<file path="src/rtl/core/bcdcc_pkg.sv">
// ----------------------------------------------------------------------------
// bcdcc_pkg
// Shared opcodes, register indexes and BCD helpers for the calendar clock.
// ----------------------------------------------------------------------------
package bcdcc_pkg;

    typedef logic [1:0] t_opcode;

    localparam t_opcode OP_TICK = 2'd0;
    localparam t_opcode OP_SET  = 2'd1;
    localparam t_opcode OP_GET  = 2'd2;

    localparam logic CFG_ACCESS_EN = 1'b0;
    localparam logic CFG_LEAP_OFS  = 1'b1;

    localparam int PACKET_W = 56;
    localparam int CFG_W    = 2;

    localparam logic [6:0] SEC_LIMIT  = 7'd60;
    localparam logic [6:0] MIN_LIMIT  = 7'd60;
    localparam logic [5:0] HOURS_12   = 6'd12;
    localparam logic [5:0] HOURS_24   = 6'd24;
    localparam logic [7:0] YEAR_MAX   = 8'd99;
    localparam logic [4:0] MONTH_LAST = 5'd12;

    // Days in month 1..12; anything else counts as a 31-day month.
    function automatic logic [5:0] month_days(input logic [3:0] month);
        logic [5:0] d;
        unique case (month)
            4'd2:                      d = 6'd28;
            4'd4, 4'd6, 4'd9, 4'd11:   d = 6'd30;
            default:                   d = 6'd31;
        endcase
        return d;
    endfunction

    // Two BCD digits of a 7-bit value: quotient by 10 via reciprocal 205/2048,
    // exact for every 7-bit input.
    function automatic logic [7:0] bcd2(input logic [6:0] v);
        logic [14:0] prod;
        logic [3:0]  q;
        logic [6:0]  r;
        prod = {8'd0, v} * 15'd205;
        q    = prod[14:11];
        r    = v - 7'({3'd0, q} * 7'd10);
        return {q, r[3:0]};
    endfunction

    // tens * 10 + ones on two nibbles, 8-bit result.
    function automatic logic [7:0] dec2(input logic [3:0] tens, input logic [3:0] ones);
        return 8'({tens, 3'd0}) + 8'({tens, 1'b0}) + 8'(ones);
    endfunction

endpackage

</file>
<file path="src/rtl/core/bcd_calendar_clock.sv">
// ----------------------------------------------------------------------------
// bcd_calendar_clock
// BCD real-time clock and calendar with set/get packet access.
// ----------------------------------------------------------------------------
// Usage:
//  - Input channel (i_in_valid / o_in_ready) carries one beat per command:
//    tick (advance one second), set (load all fields from a 7-byte BCD
//    packet) or get (read the packet back). Set and get only act when
//    packet access is enabled; opcode 3 is dropped.
//  - Output channel (o_out_valid / i_out_ready) returns one beat per
//    enabled get; ticks and sets produce nothing.
//  - Every command is applied in the cycle it is accepted; a get result
//    is registered and appears in the output register in the cycle after.
//  - Throughput is one command per cycle while o_in_ready is high. The
//    output register is the only buffer: o_in_ready drops only while a
//    result is held and the receiver is stalling, and a new beat is taken
//    in the same cycle the held result leaves.
//  - Config port: i_cfg_we writes i_cfg_data into register i_cfg_idx
//    (0 access enable, 1 leap offset) at the clock edge, no wait states.
//  - Reset (synchronous, i_rst_n low): 00-01-01, weekday 0, 12:00:00 AM
//    in 12-hour mode, access enabled, leap offset 0, output empty.
// ----------------------------------------------------------------------------
module bcd_calendar_clock
    import bcdcc_pkg::*;
(
    input  logic                i_clk,
    input  logic                i_rst_n,
    input  logic                i_cfg_we,
    input  logic                i_cfg_idx,
    input  logic [CFG_W-1:0]    i_cfg_data,
    input  logic                i_in_valid,
    output logic                o_in_ready,
    input  logic [1:0]          i_opcode,
    input  logic [PACKET_W-1:0] i_packet_in,
    output logic                o_out_valid,
    input  logic                i_out_ready,
    output logic [PACKET_W-1:0] o_packet_out
);

    // configuration
    logic       r_access_en;
    logic [1:0] r_leap_ofs;

    // time and date counters (binary)
    logic [6:0] r_year,   n_year;
    logic [3:0] r_month,  n_month;
    logic [4:0] r_day,    n_day;
    logic [2:0] r_wday,   n_wday;
    logic [4:0] r_hour,   n_hour;
    logic [5:0] r_minute, n_minute;
    logic [5:0] r_second, n_second;
    logic       r_mode24, n_mode24;
    logic       r_pm,     n_pm;

    // result register
    logic                r_out_valid;
    logic [PACKET_W-1:0] r_packet;

    logic in_beat;
    logic do_get;

    assign o_in_ready   = !r_out_valid || i_out_ready;
    assign in_beat      = i_in_valid && o_in_ready;
    assign do_get       = in_beat && (i_opcode == OP_GET) && r_access_en;
    assign o_out_valid  = r_out_valid;
    assign o_packet_out = r_packet;

    // ---------------------------------------------------------------- tick
    logic [6:0] sec_inc, min_inc;
    logic [5:0] hour_inc, day_inc, day_limit;
    logic [4:0] month_inc;
    logic [7:0] year_inc;
    logic       leap_feb;

    always_comb begin
        sec_inc   = 7'(r_second) + 7'd1;
        min_inc   = 7'(r_minute) + 7'd1;
        hour_inc  = 6'(r_hour) + 6'd1;
        day_inc   = 6'(r_day) + 6'd1;
        month_inc = 5'(r_month) + 5'd1;
        year_inc  = 8'(r_year) + 8'd1;
        day_limit = month_days(r_month);
        leap_feb  = (r_month == 4'd2) && (day_inc == 6'd29)
                    && (r_year[1:0] == 2'(3'd4 - 3'(r_leap_ofs)));
    end

    // ---------------------------------------------------------- packet I/O
    logic [7:0] b0, b1, b2, b3, b4, b5, b6;
    logic [7:0] g_year, g_month, g_day, g_hour, g_min, g_sec;
    logic [7:0] s_year, s_month, s_day, s_hour, s_min, s_sec;

    always_comb begin
        b0 = i_packet_in[55:48];
        b1 = i_packet_in[47:40];
        b2 = i_packet_in[39:32];
        b3 = i_packet_in[31:24];
        b4 = i_packet_in[23:16];
        b5 = i_packet_in[15:8];
        b6 = i_packet_in[7:0];

        // binary values of the packet digits, truncated at load
        s_year  = dec2(b0[7:4], b0[3:0]);
        s_month = dec2(b1[7:4], b1[3:0]);
        s_day   = dec2({2'b00, b2[5:4]}, b2[3:0]);
        s_hour  = dec2({2'b00, b3[1:0]}, b4[7:4]);
        s_min   = dec2(b4[3:0], b5[7:4]);
        s_sec   = dec2(b5[3:0], b6[7:4]);

        g_year  = bcd2(r_year);
        g_month = bcd2(7'(r_month));
        g_day   = bcd2(7'(r_day));
        g_hour  = bcd2(7'(r_hour));
        g_min   = bcd2(7'(r_minute));
        g_sec   = bcd2(7'(r_second));
    end

    // --------------------------------------------------------- next state
    always_comb begin
        n_year   = r_year;
        n_month  = r_month;
        n_day    = r_day;
        n_wday   = r_wday;
        n_hour   = r_hour;
        n_minute = r_minute;
        n_second = r_second;
        n_mode24 = r_mode24;
        n_pm     = r_pm;

        if (in_beat && i_opcode == OP_TICK) begin
            if (sec_inc < SEC_LIMIT) begin
                n_second = sec_inc[5:0];
            end else begin
                n_second = '0;
                if (min_inc < MIN_LIMIT) begin
                    n_minute = min_inc[5:0];
                end else begin
                    n_minute = '0;
                    // hour carry; date advances on midnight rollover only
                    if (r_mode24 && hour_inc < HOURS_24) begin
                        n_hour = hour_inc[4:0];
                        n_pm   = (hour_inc >= HOURS_12);
                    end else if (!r_mode24 && hour_inc < HOURS_12) begin
                        n_hour = hour_inc[4:0];
                    end else if (!r_mode24 && !r_pm) begin
                        n_hour = '0;
                        n_pm   = 1'b1;
                    end else begin
                        n_hour = '0;
                        n_pm   = 1'b0;
                        n_wday = (r_wday >= 3'd6) ? 3'd0 : r_wday + 3'd1;
                        if (day_inc <= day_limit || leap_feb) begin
                            n_day = day_inc[4:0];
                        end else begin
                            n_day = 5'd1;
                            if (month_inc <= MONTH_LAST) begin
                                n_month = month_inc[3:0];
                            end else begin
                                n_month = 4'd1;
                                n_year  = (year_inc > YEAR_MAX) ? 7'd0 : year_inc[6:0];
                            end
                        end
                    end
                end
            end
        end else if (in_beat && i_opcode == OP_SET && r_access_en) begin
            n_year   = s_year[6:0];
            n_month  = s_month[3:0];
            n_day    = s_day[4:0];
            n_wday   = b3[6:4];
            n_mode24 = b3[3];
            n_pm     = b3[2];
            n_hour   = s_hour[4:0];
            n_minute = s_min[5:0];
            n_second = s_sec[5:0];
        end
    end

    // ---------------------------------------------------------- registers
    always_ff @(posedge i_clk) begin
        if (!i_rst_n) begin
            r_access_en <= 1'b1;
            r_leap_ofs  <= 2'd0;
            r_year      <= 7'd0;
            r_month     <= 4'd1;
            r_day       <= 5'd1;
            r_wday      <= 3'd0;
            r_hour      <= 5'd0;
            r_minute    <= 6'd0;
            r_second    <= 6'd0;
            r_mode24    <= 1'b0;
            r_pm        <= 1'b0;
            r_out_valid <= 1'b0;
        end else begin
            if (i_cfg_we) begin
                unique case (i_cfg_idx)
                    CFG_ACCESS_EN: r_access_en <= i_cfg_data[0];
                    CFG_LEAP_OFS:  r_leap_ofs  <= i_cfg_data[1:0];
                    default:       r_access_en <= r_access_en;
                endcase
            end
            r_year   <= n_year;
            r_month  <= n_month;
            r_day    <= n_day;
            r_wday   <= n_wday;
            r_hour   <= n_hour;
            r_minute <= n_minute;
            r_second <= n_second;
            r_mode24 <= n_mode24;
            r_pm     <= n_pm;
            if (do_get) begin
                r_out_valid <= 1'b1;
            end else if (i_out_ready) begin
                r_out_valid <= 1'b0;
            end
        end
    end

    // get result is snapped from the state seen by this beat
    always_ff @(posedge i_clk) begin
        if (do_get) begin
            r_packet <= {g_year,
                         g_month,
                         r_leap_ofs, g_day[5:0],
                         1'b0, r_wday, r_mode24, (r_pm && !r_mode24), g_hour[5:4],
                         g_hour[3:0], g_min[7:4],
                         g_min[3:0], g_sec[7:4],
                         g_sec[3:0], 4'd0};
        end
    end

    // ---------------------------------------------------------- assertions
    a_tick_no_beat: assert property (@(posedge i_clk) disable iff (!i_rst_n)
        in_beat && i_opcode == OP_TICK && !r_out_valid |=> !o_out_valid)
        else $error("tick produced an output beat");

    a_get_gives_beat: assert property (@(posedge i_clk) disable iff (!i_rst_n)
        do_get |=> o_out_valid)
        else $error("enabled get lost its result");

    a_set_loads_mode: assert property (@(posedge i_clk) disable iff (!i_rst_n)
        in_beat && i_opcode == OP_SET && r_access_en
        |=> r_mode24 == $past(i_packet_in[27]) && r_wday == $past(i_packet_in[30:28]))
        else $error("set did not load mode or weekday");

    a_locked_set_holds: assert property (@(posedge i_clk) disable iff (!i_rst_n)
        in_beat && i_opcode == OP_SET && !r_access_en
        |=> $stable(r_year) && $stable(r_month) && $stable(r_day) && $stable(r_hour))
        else $error("set changed the calendar while access disabled");

endmodule
</file>
<file path="config.mk">
export PLATFORM = sky130hd
export DESIGN_NAME = bcd_calendar_clock
export DESIGN_NICKNAME = d
export VERILOG_FILES = /design/src/rtl/core/bcdcc_pkg.sv /design/src/rtl/core/bcd_calendar_clock.sv
export SDC_FILE = /design/constraint.sdc
export NUM_CORES = 1
export LEC_CHECK = 0
export BUFFER_PORTS_ARGS = -buffer_cell sky130_fd_sc_hd__buf_2
export CAP_MARGIN = 30
export CORE_UTILIZATION = 50
export CTS_CLUSTER_DIAMETER = 40
export DETAILED_ROUTE_END_ITERATION = 7
export PLACE_DENSITY = 0.71
export SYNTH_ARGS = -nofsm -noshare
export SYNTH_HDL_FRONTEND = slang
export SYNTH_SLANG_ARGS = --single-unit
</file>
<file path="constraint.sdc">
create_clock -name i_clk -period 7.1 [get_ports i_clk]
set_input_delay 0.355 -clock i_clk [delete_from_list [all_inputs] [get_ports i_clk]]
set_output_delay 0.355 -clock i_clk [all_outputs]
set_load 0.02 [all_outputs]
</file>
==> impl_metrics.toml, run 1 <==
[outcome]
status = "finished clean"

[yosys]
synth_cells = 868
ys_warn_count = 0
ys_seq_area_frac = 0.256
async_reset_ff_frac = 0
synth_edf_count = 46
syn_area_um2 = 8680
ys_seq_elements = 88
ys.flop_type = "edfxtp_1"
syn_area_per_cell_um2 = 10.0
synth_cell_type_count = 68

[detailed_routing]
firstDrtPassIters = 5
ant_nets = 0
wl_per_cell_um = 15.4
vias_per_cell = 5.45
top_layer_used = "met4"
routed-wl-met2_um = 9110
drt_wl_total_um = 18400
vias = 6530
drc = 0
route.met3.wl_um = 560
drt_iter0_markers = 385
wl_met1_um = 8420

[job]
drv_cap = 0

[timing]
finalSetupTns_ns = 0
max-slew-margin-rel = 0.470
fin_crit_sh = 0.663
finalHoldViolations = 0
rsz0062_at_grt = "false"
fmax_ghz = 0.212
fin_worst_skew_ns = 0.00968
final-setup-viol-count = 0
post-route-min-period_ns = 4.71
worstMarginPinSlew_ns = 0.775
finalWorstSetupSlack_ns = 2.39
drv_slew = 0

[die]
num_rows = 47
start_util = 0.518
die_height_um = 134
coreArea_um2 = 16800
dieWidth_um = 134
ioPinCount = 124
design.die.area_um2 = 17900

[clocking]
clkSinkCount = 88
ctsHtreeMaxLevel = 3
post_cts_buffers = 0
clk_pin_slew_ns = 0.07
cts_buffer_depth = 2
cts_root_buffer = "clkbuf_16"
cts.repair.resized = 0
cts_tree = "yes"
holdBufCountCts = 0
cts-buffers-inserted = 9
clk_latency_ns = 0.36

[layout]
fin_nets = 1268
drive_gt1_frac = 0.147
n_antenna_cell = 0
syn_to_final_growth_pct = 12.6

[power]
p_per_area_nw_per_um2 = 165
cellLeakagePower_nw = 4.96
total_power_mw = 1.61
max-vdd-ir-drop_uv = 110

[global_route]
grt_max_degree = 33
grtUsageTotal = 0.219
overflow = 0
antenna_found_initial = 0
grt_pass1_vias = 6507
grt_pass1_wl_um = 31400

[placement]
gp_congestion = 0.858
portBuffers = 105
place_ws_ns = 2.30
hpwl_um = 14700

[setup_path]
crit_arrival_ns = 4.81
end_kind = "flop"
worstReg2RegEnd = "o_packet_out[51]"
crit_fanout = 8
ff2ff_path_depth = 16
critPathLaunchType = "flop"
worstPathRequired_ns = 7.20
timing_worst_setup_path_type = "flop to flop"
timing.rr.start = "r_year[4]"
regToRegSetupSlack_ns = 2.39

[min_path]
whs_endpoint = "r_mode24"
hold_path_depth = 3
hp-class = "input pin to flop"
min-delay-start = "i_packet_in[27]"
==> per-layer routing <==
layer  GRT usage  vias up
li1            -     3308
met1       0.279     3083
met2       0.383      116
met3      0.0287       23
met4      0.0726        0
met5           0        -
==> critical path, cell delays in order, from the launching register on <==
cell and delay [ns]:
dfxtp_1 0.50, ha_1 0.33, fa_1 0.48, ha_1 0.29
inv_1 0.05, fa_1 0.51, inv_1 0.04, ha_1 0.26
nand2_1 0.04, a2111oi_0 0.55, nor2_1 0.13, xnor2_1 0.21
ha_1 0.22, fa_1 0.38, xor2_1 0.16, xnor2_1 0.15
xnor2_1 0.13
==> placed cells by master, fill, tap and decap left out, drive strengths merged, types with 6 or more instances in the layout <==
cell type,count
a2111oi,6
a211oi,17
a21o,14
a21oi,48
a22oi,7
buf,111
clkbuf,11
conb,10
dfxtp,42
edfxtp,46
fa,37
ha,191
inv,109
nand2,42
nand3,13
nand4,6
nor2,39
nor3,13
o211ai,9
o21ai,26
or2,10
xnor2,39
xor2,27
==> synthesized netlist by cell type (11+ instances only) <==
cell type | n | share of area
a21o_1 | 14 | 0.012
nand3_1 | 13 | 0.0075
o21ai_0 | 24 | 0.014
inv_1 | 109 | 0.047
a21oi_1 | 48 | 0.028
ha_1 | 191 | 0.28
dfxtp_1 | 42 | 0.097
clkbuf_1 | 11 | 0.0048
a211oi_1 | 17 | 0.015
nand2_1 | 42 | 0.018
nor3_1 | 11 | 0.0063
xor2_1 | 27 | 0.027
fa_1 | 37 | 0.085
xnor2_1 | 39 | 0.039
edfxtp_1 | 46 | 0.16
nor2_1 | 39 | 0.017
==> flip-flops by register name, summed over array words and instances, names as in the netlist <==
signal	cells
o_out_valid	1
o_packet_out	46
r_access_en	1
r_day	5
r_hour	5
r_leap_ofs	2
r_minute	6
r_mode24	1
r_month	4
r_pm	1
r_second	6
r_wday	3
r_year	7
==> per-stage QoR <==
| stage | hold WS [ns] | util | cell area, um2 | std cells |
|---|---|---|---|---|
| 2_1_floorplan | 0.406 | - | 8720 | 877 |
| 3_3_place_gp | 0.490 | 0.562 | 9420 | 1182 |
| 3_5_place_dp | 0.499 | 0.564 | 9450 | 1183 |
| 4_1_cts | 0.245 | 0.583 | 9780 | 1199 |
| 5_1_grt | 0.277 | 0.583 | 9780 | 1199 |
| 6_report | 0.245 | 0.583 | 9780 | 1199 |
==> worst max-delay path by stage <==
stage	start	endpoint	slack, ns	cells past startpoint
floorplan	r_second[4]	o_packet_out[7]	2.84	15
global placement	r_year[4]	o_packet_out[51]	2.34	16
detailed placement	r_year[5]	o_packet_out[51]	2.30	16
CTS	r_year[5]	o_packet_out[51]	2.28	16
global route	r_year[4]	o_packet_out[51]	2.09	16
finish	r_year[4]	o_packet_out[51]	2.39	16
==> final cells by class <==
type	count	area (um2)
clock buffer	11	254
timing repair buffer	111	591
inverter	110	413
fill	1491	6980
clock inverter	5	77.6
tap	220	275
multi-input combinational	654	5950
sequential	88	2220
==> kinds of logic (layout without fill, tap and decap cells) <==
family                     after synthesis  after routing  share of synthesized area
adders and majority gates              228            228                      0.361
AOI/OAI and AO/OA                      187            187                      0.152
and+or+nand+nor                        156            156                     0.0898
buffers and inverters                  135            237                     0.0640
DFF                                     88             88                      0.256
xor gates and xnor gates                68             68                     0.0718
muxes                                    5              5                    0.00576
other                                    1             10                   0.000432
==> report_power, final <==
group | leakage (nW) | switching [mW] | internal (mW)
sequential | 0.762 | 0.0373 | 0.571
clock | 0.161 | 0.212 | 0.329
combinational | 4.04 | 0.257 | 0.207
total | 4.96 | 0.506 | 1.11
Note: power is estimated with default switching activity, not from simulation.
==> run 2: changes to the inputs <==
==> constraint.sdc (replaced) <==
create_clock -name i_clk -period 4.7 [get_ports i_clk]
set_input_delay 0.235 -clock i_clk [delete_from_list [all_inputs] [get_ports i_clk]]
set_output_delay 0.235 -clock i_clk [all_outputs]
set_load 0.02 [all_outputs]
==> run 2 against run 1 <==
Against the previous run:
- utilization up 0.28 points
- largest cell class unchanged
- final area up 0.49%
- die area unchanged
- count of clock-buffer cells in the layout unchanged
- global-route usage about the same
- maximum frequency up 5.8%
- flip-flop and latch count unchanged
- clock power up 36%
- non-clock buffer count up 10
- highest routed layer unchanged
- clock skew down 0.0031 ns
==> impl_metrics.toml, run 2 (synthesis results as in run 1) <==
[outcome]
status = "finished clean"

[clocking]
clk_latency_ns = 0.36
cts_tree = "yes"
clk_pin_slew_ns = 0.07
cts_buffer_depth = 2
holdBufCountCts = 0
cts-buffers-inserted = 9
cts_root_buffer = "clkbuf_16"
cts.repair.resized = 0
ctsHtreeMaxLevel = 3
post_cts_buffers = 0
clkSinkCount = 88

[layout]
fin_cells = 1209
final_cell_mix = "ha_1, inv_1, buf_2, a21oi_1, edfxtp_1"
n_antenna_cell = 0
final_common_cell = "ha_1"
final_area_um2 = 9830
drive_gt1_frac = 0.161
largest_reg_flops = 46
syn_to_final_growth_pct = 13.2
post-route-util = 0.586
fin_nets = 1278

[detailed_routing]
drc = 0
vias_per_cell = 5.48
ant_nets = 0
wl_per_cell_um = 15.4
firstDrtPassIters = 5
drt_wl_total_um = 18700
drt_iter0_markers = 340
vias = 6629

[setup_path]
critPathLaunchType = "flop"
worstPathRequired_ns = 4.81
end_kind = "flop"
crit_fanout = 6
crit_arrival_ns = 4.56
timing_worst_setup_path_type = "flop to flop"

[placement]
dpl_cell_area_um2 = 9510
dp_cells = 1193
portBuffers = 105
gp_congestion = 0.861
hpwl_um = 14900

[die]
design.die.area_um2 = 17900
die_height_um = 134
ioPinCount = 124
dieWidth_um = 134
num_rows = 47
start_util = 0.518
coreArea_um2 = 16800

[timing]
fin_crit_sh = 0.947
fmax_ghz = 0.225
finalSetupTns_ns = 0
finalHoldViolations = 0
max-slew-margin-rel = 0.469
final-setup-viol-count = 0
worstMarginPinSlew_ns = 0.777
fin_worst_skew_ns = 0.00657
rsz0062_at_grt = "false"
post-route-min-period_ns = 4.45
drv_slew = 0

[power]
p_per_area_nw_per_um2 = 241
total_power_mw = 2.37
cellLeakagePower_nw = 5.00
max-vdd-ir-drop_uv = 159

[global_route]
antenna_found_initial = 0
grtUsageTotal = 0.219
grt_pass1_wl_um = 30900
grt_pass1_vias = 6431
grt_max_degree = 33
overflow = 0

[min_path]
hp-class = "input pin to flop"

[job]
drv_cap = 0
-- run 2: cell count changes in the layout (fill, tap and decap cells not counted), moves of 2 or more --
cell,before,now
dfxtp_2,0,2
clkinv_4,0,3
dfxtp_1,42,40
buf_4,5,15
bufinv_16,2,0
-- run 2: worst paths after layout --
check	startpoint	endpoint	slack (ns)	cells after the start
worst max-delay path	r_minute[4]	o_packet_out[15]	0.25	16
worst min-delay path	i_packet_in[27]	r_mode24	0.13	3
worst max register to register	r_minute[4]	o_packet_out[15]	0.25	16
worst min register to register	r_leap_ofs[1]	r_leap_ofs[1]	0.51	2
-- run 2: final cells by class --
cell class	count	area, um2
clock inverter	5	38.8
multi-input combinational	654	5960
clock buffer	11	264
fill	1439	6930
inverter	110	413
tap	220	275
sequential	88	2220
timing repair buffer	121	653
-- run 2: per-stage QoR --
stage / setup slack, ns / hold slack [ns]
detailed placement: 0.145 / 0.496
global placement: 0.234 / 0.483
finish: 0.250 / 0.130
global route: 0.0126 / 0.141
floorplan: 0.438 / 0.363
CTS: 0.132 / 0.125
-- run 2: critical path, cell delays in order, from the launching register on --
cell and delay, ns:
dfxtp_1 0.44, inv_1 0.11, ha_1 0.34, fa_1 0.43
inv_1 0.08, fa_1 0.42, ha_1 0.32, and3_1 0.20
a221oi_2 0.32, o21bai_1 0.19, xor2_1 0.21, ha_1 0.17
inv_1 0.05, fa_1 0.38, xnor2_1 0.17, xnor3_1 0.25
xnor2_1 0.13
-- run 2: power breakdown --
part / switching, mW / total, mW / internal [mW]
sequential: 0.0481 / 0.911 / 0.863
combinational: 0.400 / 0.719 / 0.319
clock: 0.329 / 0.736 / 0.407
-- run 2: routing by layer --
layer	track usage	routed length, um	up-vias
li1	-	-	3329
met1	0.272	8300	3139
met3	0.0325	627	28
met5	0	0	-
met2	0.383	9260	133
met4	0.0846	469	0
==> run 3: changes to the inputs <==
--- a/config.mk
+++ b/config.mk
@@ -7,6 +7,7 @@
 export LEC_CHECK = 0
 export BUFFER_PORTS_ARGS = -buffer_cell sky130_fd_sc_hd__buf_2
 export CAP_MARGIN = 30
+export CORE_ASPECT_RATIO = 0.6
 export CORE_UTILIZATION = 50
 export CTS_CLUSTER_DIAMETER = 40
 export DETAILED_ROUTE_END_ITERATION = 7
==> run 3 against run 2 <==
Against the previous run:
- sequential power is essentially flat
- non-clock buffer count grew 3
- clock skew rose by 0.0018 ns
- maximum frequency down 0.60%
- first-iteration DRC count grew 51%
- global-route usage rose by 0.95 points
- critical path type unchanged
- critical endpoint unchanged
==> impl_metrics.toml, run 3 (synthesis results as in run 1) <==
[outcome]
status = "finished clean"

[setup_path]
crit_arrival_ns = 4.58
critPathBufInv = 3
timing_worst_setup_path_type = "flop to flop"
crit_path_start = "r_minute[4]"
timing.rr.start = "r_minute[4]"
cp_top_family = "adder cells"
regToRegSetupSlack_ns = 0.22
ff2ff_path_depth = 16
path_cells = "inv_1 -> ha_1 -> fa_1 -> inv_1 -> fa_1 -> ha_1 -> and3_1 -> a221oi_2 -> o21bai_1 -> xor2_1 -> ha_1 -> inv_1 -> fa_1 -> xnor2_1 -> xnor3_1 -> xnor2_1"
worstPathRequired_ns = 4.80
cp_slowest_stage_delay_ns = 0.43
end_kind = "flop"
crit_slowest_cell = "fa_1"
critPathLaunchType = "flop"
crit_fanout = 6
worstReg2RegEnd = "o_packet_out[15]"

[layout]
syn_to_final_growth_pct = 13.3
drive_gt1_frac = 0.160
seq_area_um2 = 2230
final_common_cell = "ha_1"
largest_reg_flops = 46
post-route-util = 0.592
fin_nets = 1281
final_cell_mix = "ha_1, inv_1, buf_2, a21oi_1, edfxtp_1"
fin_cells = 1219
fill_cells = 1429
multiInputGateArea_um2 = 5960
final_area_um2 = 9840
n_antenna_cell = 0

[timing]
drv_slew = 0
finalHoldViolations = 0
final-setup-viol-count = 0
post-route-min-period_ns = 4.48
fin_worst_skew_ns = 0.00837
rsz0062_at_grt = "false"
fin_crit_sh = 0.953
max-slew-margin-rel = 0.391
finalSetupTns_ns = 0
worstMarginPinSlew_ns = 0.891
fmax_ghz = 0.223

[clocking]
cts_tree = "yes"
cts_buffer_depth = 2
post_cts_buffers = 0
clk_latency_ns = 0.35
clk_pin_slew_ns = 0.06
cts-buffers-inserted = 9
ctsHtreeMaxLevel = 3
clkSinkCount = 88
cts_root_buffer = "clkbuf_16"

[detailed_routing]
firstDrtPassIters = 5
drt_wl_total_um = 19600
ant_nets = 0
vias_per_cell = 5.52
vias = 6733
drt_iter0_markers = 513
wl_per_cell_um = 16.1
drc = 0

[min_path]
whs_endpoint = "r_mode24"
hold_path_depth = 3
min-delay-start = "i_packet_in[27]"
hp-class = "input pin to flop"

[global_route]
grt_pass1_wl_um = 32100
overflow = 0
grtUsageTotal = 0.229
grt_pass1_vias = 6438
grt_max_degree = 34
antenna_found_initial = 0

[job]
drv_cap = 0

[power]
p_per_area_nw_per_um2 = 237
cellLeakagePower_nw = 5.01
total_power_mw = 2.33
max-vdd-ir-drop_uv = 175

[die]
die_height_um = 104
coreArea_um2 = 16600
ioPinCount = 124
num_rows = 36
design.die.area_um2 = 17900
start_util = 0.522
dieWidth_um = 172

[placement]
dpl_cell_area_um2 = 9550
dp_cells = 1204
gp_congestion = 0.884
portBuffers = 105
hpwl_um = 15500
[run 3: worst max path at each step]
stage	end	depth (start not counted)
6_report	o_packet_out[15]	16
5_1_grt	o_packet_out[7]	15
4_1_cts	o_packet_out[51]	17
3_5_place_dp	o_packet_out[15]	15
3_3_place_gp	o_packet_out[15]	15
2_1_floorplan	o_packet_out[7]	15
[run 3: power breakdown]
group	internal [mW]	switching [mW]
Clock	0.371	0.307
Combinational	0.325	0.419
Sequential	0.863	0.0463
Total	1.56	0.772
[run 3: layout make-up]
cell class | count | share of cell area
repair buffers | 124 | 0.0700
well taps | 228 | 0.0290
flip-flops and latches | 88 | 0.227
inverters | 110 | 0.0420
clock inverters | 1 | 0.000509
multi-input cells | 654 | 0.606
clock buffers | 14 | 0.0258
[run 3: repair_timing]
item,4_1_cts,5_1_grt
setup endpoints to repair,0,3
gates resized for setup,0,9
hold buffers,0,0
[run 3: routing by layer]
metal / share of wire / GRT usage / up-vias / routed length, um
met5: 0 / 0 / - / 0
met2: 0.40 / 0.322 / 248 / 7930
li1: - / - / 3333 / -
met1: 0.51 / 0.348 / 3140 / 9990
met4: 0.0066 / 0.0487 / 0 / 129
met3: 0.078 / 0.0567 / 12 / 1530
[run 3: stage by stage]
step	setup WS (ns)	hold WS (ns)
finish	0.223	0.122
global route	0.0172	0.157
CTS	0.0600	0.121
detailed placement	0.109	0.475
global placement	0.165	0.469
floorplan	0.438	0.363
[run 3: worst min-delay path: cells and delay by family]
family                 cells  cell delay, ns
buffers and inverters      1            0.07
muxes                      1            0.05
and+or+nand+nor            1            0.07
